--- src/rtl/sbhi_ram.sv ---
`default_nettype none

module sbhi_ram #(
    parameter int WIDTH = 8,
    parameter int DEPTH = 64
) (
    input  wire                       clk,
    input  wire [$clog2(DEPTH)-1:0]   addr,
    input  wire                       we,
    input  wire [WIDTH-1:0]           wdata,
    output logic [WIDTH-1:0]          rdata
);

    logic [WIDTH-1:0] mem_reg [DEPTH];
    logic [WIDTH-1:0] rdata_reg;

    always_ff @(posedge clk)
    begin
        if (we)
        begin
            mem_reg[addr] <= wdata;
        end
        rdata_reg <= mem_reg[addr];
    end

    assign rdata = rdata_reg;

endmodule

`default_nettype wire

--- config.mk ---
export PLATFORM = sky130hd
export DESIGN_NAME = sbhi_ram
export DESIGN_NICKNAME = d
export VERILOG_FILES = /design/src/rtl/sbhi_ram.sv
export SDC_FILE = /design/constraint.sdc
export NUM_CORES = 1
export LEC_CHECK = 0
export BUFFER_PORTS_ARGS = -buffer_cell sky130_fd_sc_hd__buf_2
export CAP_MARGIN = 20
export CORE_UTILIZATION = 55
export CTS_CLUSTER_DIAMETER = 60
export DETAILED_ROUTE_END_ITERATION = 8
export HOLD_SLACK_MARGIN = 0.12
export MAX_ROUTING_LAYER = met4
export PLACE_DENSITY = 0.71
export REMOVE_ABC_BUFFERS = 1
export SLEW_MARGIN = 20
export SYNTH_ARGS = -nofsm -noshare
export SYNTH_HDL_FRONTEND = slang
export SYNTH_SLANG_ARGS = --single-unit
--- constraint.sdc ---
create_clock -name clk -period 5.83 [get_ports clk]
set_clock_uncertainty 0.2 [all_clocks]
set_input_delay 0.583 -clock clk [delete_from_list [all_inputs] [get_ports clk]]
set_output_delay 0.583 -clock clk [all_outputs]
set_load 0.03 [all_outputs]
# Word level (Yosys, flattened, before mapping)
# Memories as Yosys holds them, arrays and structs flattened. A register that Yosys moved wholly into a read port is not among the register bits.
# Cells that the tools add are included.
# word_totals
reg_bits	0
mem_bits_rw	512
out_inout_bits	8
memories	1
# mem_list
memory	depth	word_bits	read_ports	rd_ports_with_merged_regs	write_ports	line_no	rtl
mem_reg	64	8	1	1	1	14	logic [WIDTH-1:0] mem_reg [DEPTH];
# op_classes
mux	2
# ops
operator	n
$mux 1	2

# Logic depth before layout (Yosys ltp)
# logic_depth
ltp_word	2
ltp_mapped	10
ltp_nobuf	5

# Worst setup path after synthesis
# No wires, ideal clock.
# synth_timing
kind	in2reg
from	input port addr[1]
to	memory mem_reg[13][0], enable pin
setup_time_ns	0.370
arrival_time_ns	2.311
required_ns	5.260
slack_ns	2.948
path_stages	7
n_path_buf	4
cell_sequence	buf_6 buf_6 nor2b_1 clkbuf_1 clkbuf_1 nand3_1 nor2_1
# synth_lines
item	line_no	rtl
from (decl)	8	input wire [$clog2(DEPTH)-1:0] addr,
to (decl)	14	
# Straight into the memory's write port.

# Worst setup path after layout
# layout_timing
from	input port addr[1]
to	memory mem_reg[55][1], enable pin
# Straight into the memory's write port.

==> flow_summary.yaml <==
cts:
  cts_setup_buffers: 0
  clk_latency_ns: 0.59
  cts_max_level: 2
  clock-sinks: 520
  ctsHoldBuffers: 0
  clockBufferDepth: 3
  cts_tree: "built"
  cts_buffers: 50
  root_buffer: "clkbuf_16"
  clk_pin_slew_worst_paths_ns: 0.06
  cts_resized: 0
final_layout:
  regArea_sq_mm: 0.0155
  multi_input_area_sq_mm: 0.00451
  area_delta_synth_final_pct: 10.3
  nets: 1204
  final.fill_count: 2688
  fin_area_sq_mm: 0.0225
  largest_reg_flops: 512
  layout-drive-gt1-share: 0.142
grt:
  grt_pass1_vias: 11197
  grt_use_met2: 0.423
  top_usage_layer: "met2"
  grt_pass1_wl_um: 74900
  grt_max_degree: 80
  grt_overflow: 0
  globalRouteMet1Util: 0.391
  grt_use_met3: 0.0618
  antenna_found_initial: 2
  track_usage: 0.283
setup_path:
  end_kind: "flop"
  r2r_end: "rdata[7]"
  crit_path_start: "addr[1]"
  worstSetupEndpoint: "mem_reg[55][1]"
  r2r_start: "mem_reg[6][7]"
  r2r_cells: 5
  critPathKind: "in -> reg"
  r2r_setup_slack_ns: 3.42
  worst-endpoint-required_ns: 5.83
  cp.arrival_ns: 3.57
  path_max_fanout: 48
  start_kind: "input port"
synthesis:
  yosysWarnings: 0
  synthFlopType: "edfxtp_1"
  yosysSeqAreaShare: 0.760
  syn-cell-area_sq_mm: 0.0204
  synth_cell_type_count: 56
  async_flop_share: 0
  synth.area.top_cells: "edfxtp_1 (75%), mux4_2 (4.5%), mux2i_1 (3.1%)"
  synthCells: 1171
  synth_top_area_share: 0.752
  syn_area_per_cell_sq_um: 17.5
  synth_edf_count: 512
  synth-seq-cells: 520
  synth_top_cell_by_area: "edfxtp_1"
die:
  ios: 24
  fp.dieArea_sq_mm: 0.0380
  core_sq_mm: 0.0366
  rows: 70
  die_h_um: 195
  start_util: 0.559
  die_w_um: 195
timing:
  setup_viol_count_final: 0
  drv_slew: 0
  hold_viol: 0
  fin_setup_tns_ns: 0
  fmax_mhz: 280
  maxSlewHeadroom: 0.219
  rsz0062_at_grt: "no"
  fin_crit_sh: 0.613
  fin_crit_ns: 3.57
  worst_pin_slew_ns: 1.17
drt:
  drt-total-wl_um: 51200
  viasPerCell: 6.80
  via_count: 11546
  drc: 0
  drtPass1Iterations: 6
  drtAntennaViolNets: 0
  wire_per_inst_um: 30.2
  drtIter0Drc: 1580
pwr:
  vdd_drop_max_v: 0.000269
  p_leak_nw: 7.20
  p_per_area_mw_per_mm2: 344
  fin_total_pwr_mw: 7.75
placement:
  place_area_sq_mm: 0.0210
  numPortBuffers: 23
  gp_congestion: 0.944
  dp_hpwl_um: 30100
min_path:
  min_path_type: "in -> reg"
status:
  status: "completed"
job:
  max-cap-violations: 0
## synthesized netlist by cell type (9+ instances only)
cell / instances
mux2i_1: 63
a22oi_1: 40
mux4_2: 41
nor2_1: 82
a21oi_1: 28
buf_2: 30
a221oi_1: 21
o221ai_1: 9
a221o_1: 11
and3_1: 9
a22o_1: 10
edfxtp_1: 512
a31oi_1: 15
o22a_1: 11
clkbuf_1: 36
o21ai_0: 9
and2_1: 9
o22ai_1: 22
nand2b_1: 24
nand2_1: 45
nand3b_1: 12
## stage by stage
stage | hold WS [ns] | cells | utilization | setup WS (ns)
global route | 0.471 | 1697 | 0.616 | 2.26
global placement | 0.437 | 1604 | 0.572 | 2.02
detailed placement | 0.462 | 1604 | 0.572 | 1.92
floorplan | 0.363 | 1090 | - | 2.88
CTS | 0.411 | 1696 | 0.616 | 2.53
finish | 0.462 | 1697 | 0.616 | 2.26
## metal layers
metal  part of all wire  vias up
met3               0.11      122
met2               0.47      774
met4              0.036        0
met5                  0        -
met1               0.39     5860
li1                   -     4790
## cells in the final DEF, fill, tap and decap left out, types with 8 or more instances in the layout
| cell | count |
|---|---|
| edfxtp_1 | 512 |
| nor2_1 | 81 |
| mux2i_1 | 63 |
| clkbuf_16 | 51 |
| nand2_1 | 45 |
| mux4_2 | 41 |
| a22oi_1 | 40 |
| a21oi_1 | 28 |
| nand2b_1 | 24 |
| buf_4 | 24 |
| o22ai_1 | 22 |
| a221oi_1 | 21 |
| buf_2 | 20 |
| a31oi_1 | 15 |
| clkinv_2 | 13 |
| clkinv_1 | 13 |
| nand3b_1 | 12 |
| o22a_1 | 11 |
| a221o_1 | 11 |
| a22o_1 | 10 |
| o21ai_0 | 9 |
| and2_1 | 9 |
| and3_1 | 9 |
| o221ai_1 | 9 |
| nand3_1 | 8 |
| clkbuf_1 | 8 |
| dfxtp_1 | 8 |
## worst min path at each step
stage,startpoint,endpoint,slack (ns),cells after the start
floorplan,mem_reg[3][0],rdata[0],0.36,3
global placement,mem_reg[3][4],rdata[4],0.44,3
detailed placement,mem_reg[3][0],rdata[0],0.46,3
CTS,addr[4],rdata[0],0.41,4
global route,addr[4],rdata[4],0.47,4
finish,addr[4],rdata[0],0.46,4
## logic make-up after synthesis
| family | count (synthesis) | synth area share |
|---|---|---|
| flops | 520 | 0.760 |
| simple gates | 229 | 0.0571 |
| compound gates | 222 | 0.0808 |
| mux | 116 | 0.0826 |
| buf+inv | 84 | 0.0198 |
## final cells by class
| cell class | count | area share |
|---|---|---|
| Antenna cell | 1 | 0.000111 |
| Clock buffer | 59 | 0.0579 |
| Clock inverter | 33 | 0.0124 |
| Inverter | 3 | 0.000499 |
| Multi-Input combinational cell | 567 | 0.200 |
| Sequential cell | 520 | 0.689 |
| Tap cell | 468 | 0.0260 |
| Timing Repair Buffer | 46 | 0.0138 |
## worst max-delay path, stage by stage
cell and delay, ns:
buf_4 0.51, and2_1 0.76, nand3_1 0.80, nor2_1 0.87
## power by group
group	leakage, nW	switching (mW)	internal [mW]	total (mW)
Combinational	1.74	0.302	0.127	0.429
Sequential	4.67	0.0141	4.14	4.15
Clock	0.784	1.35	1.82	3.17
(Power assumes the default switching activity.)
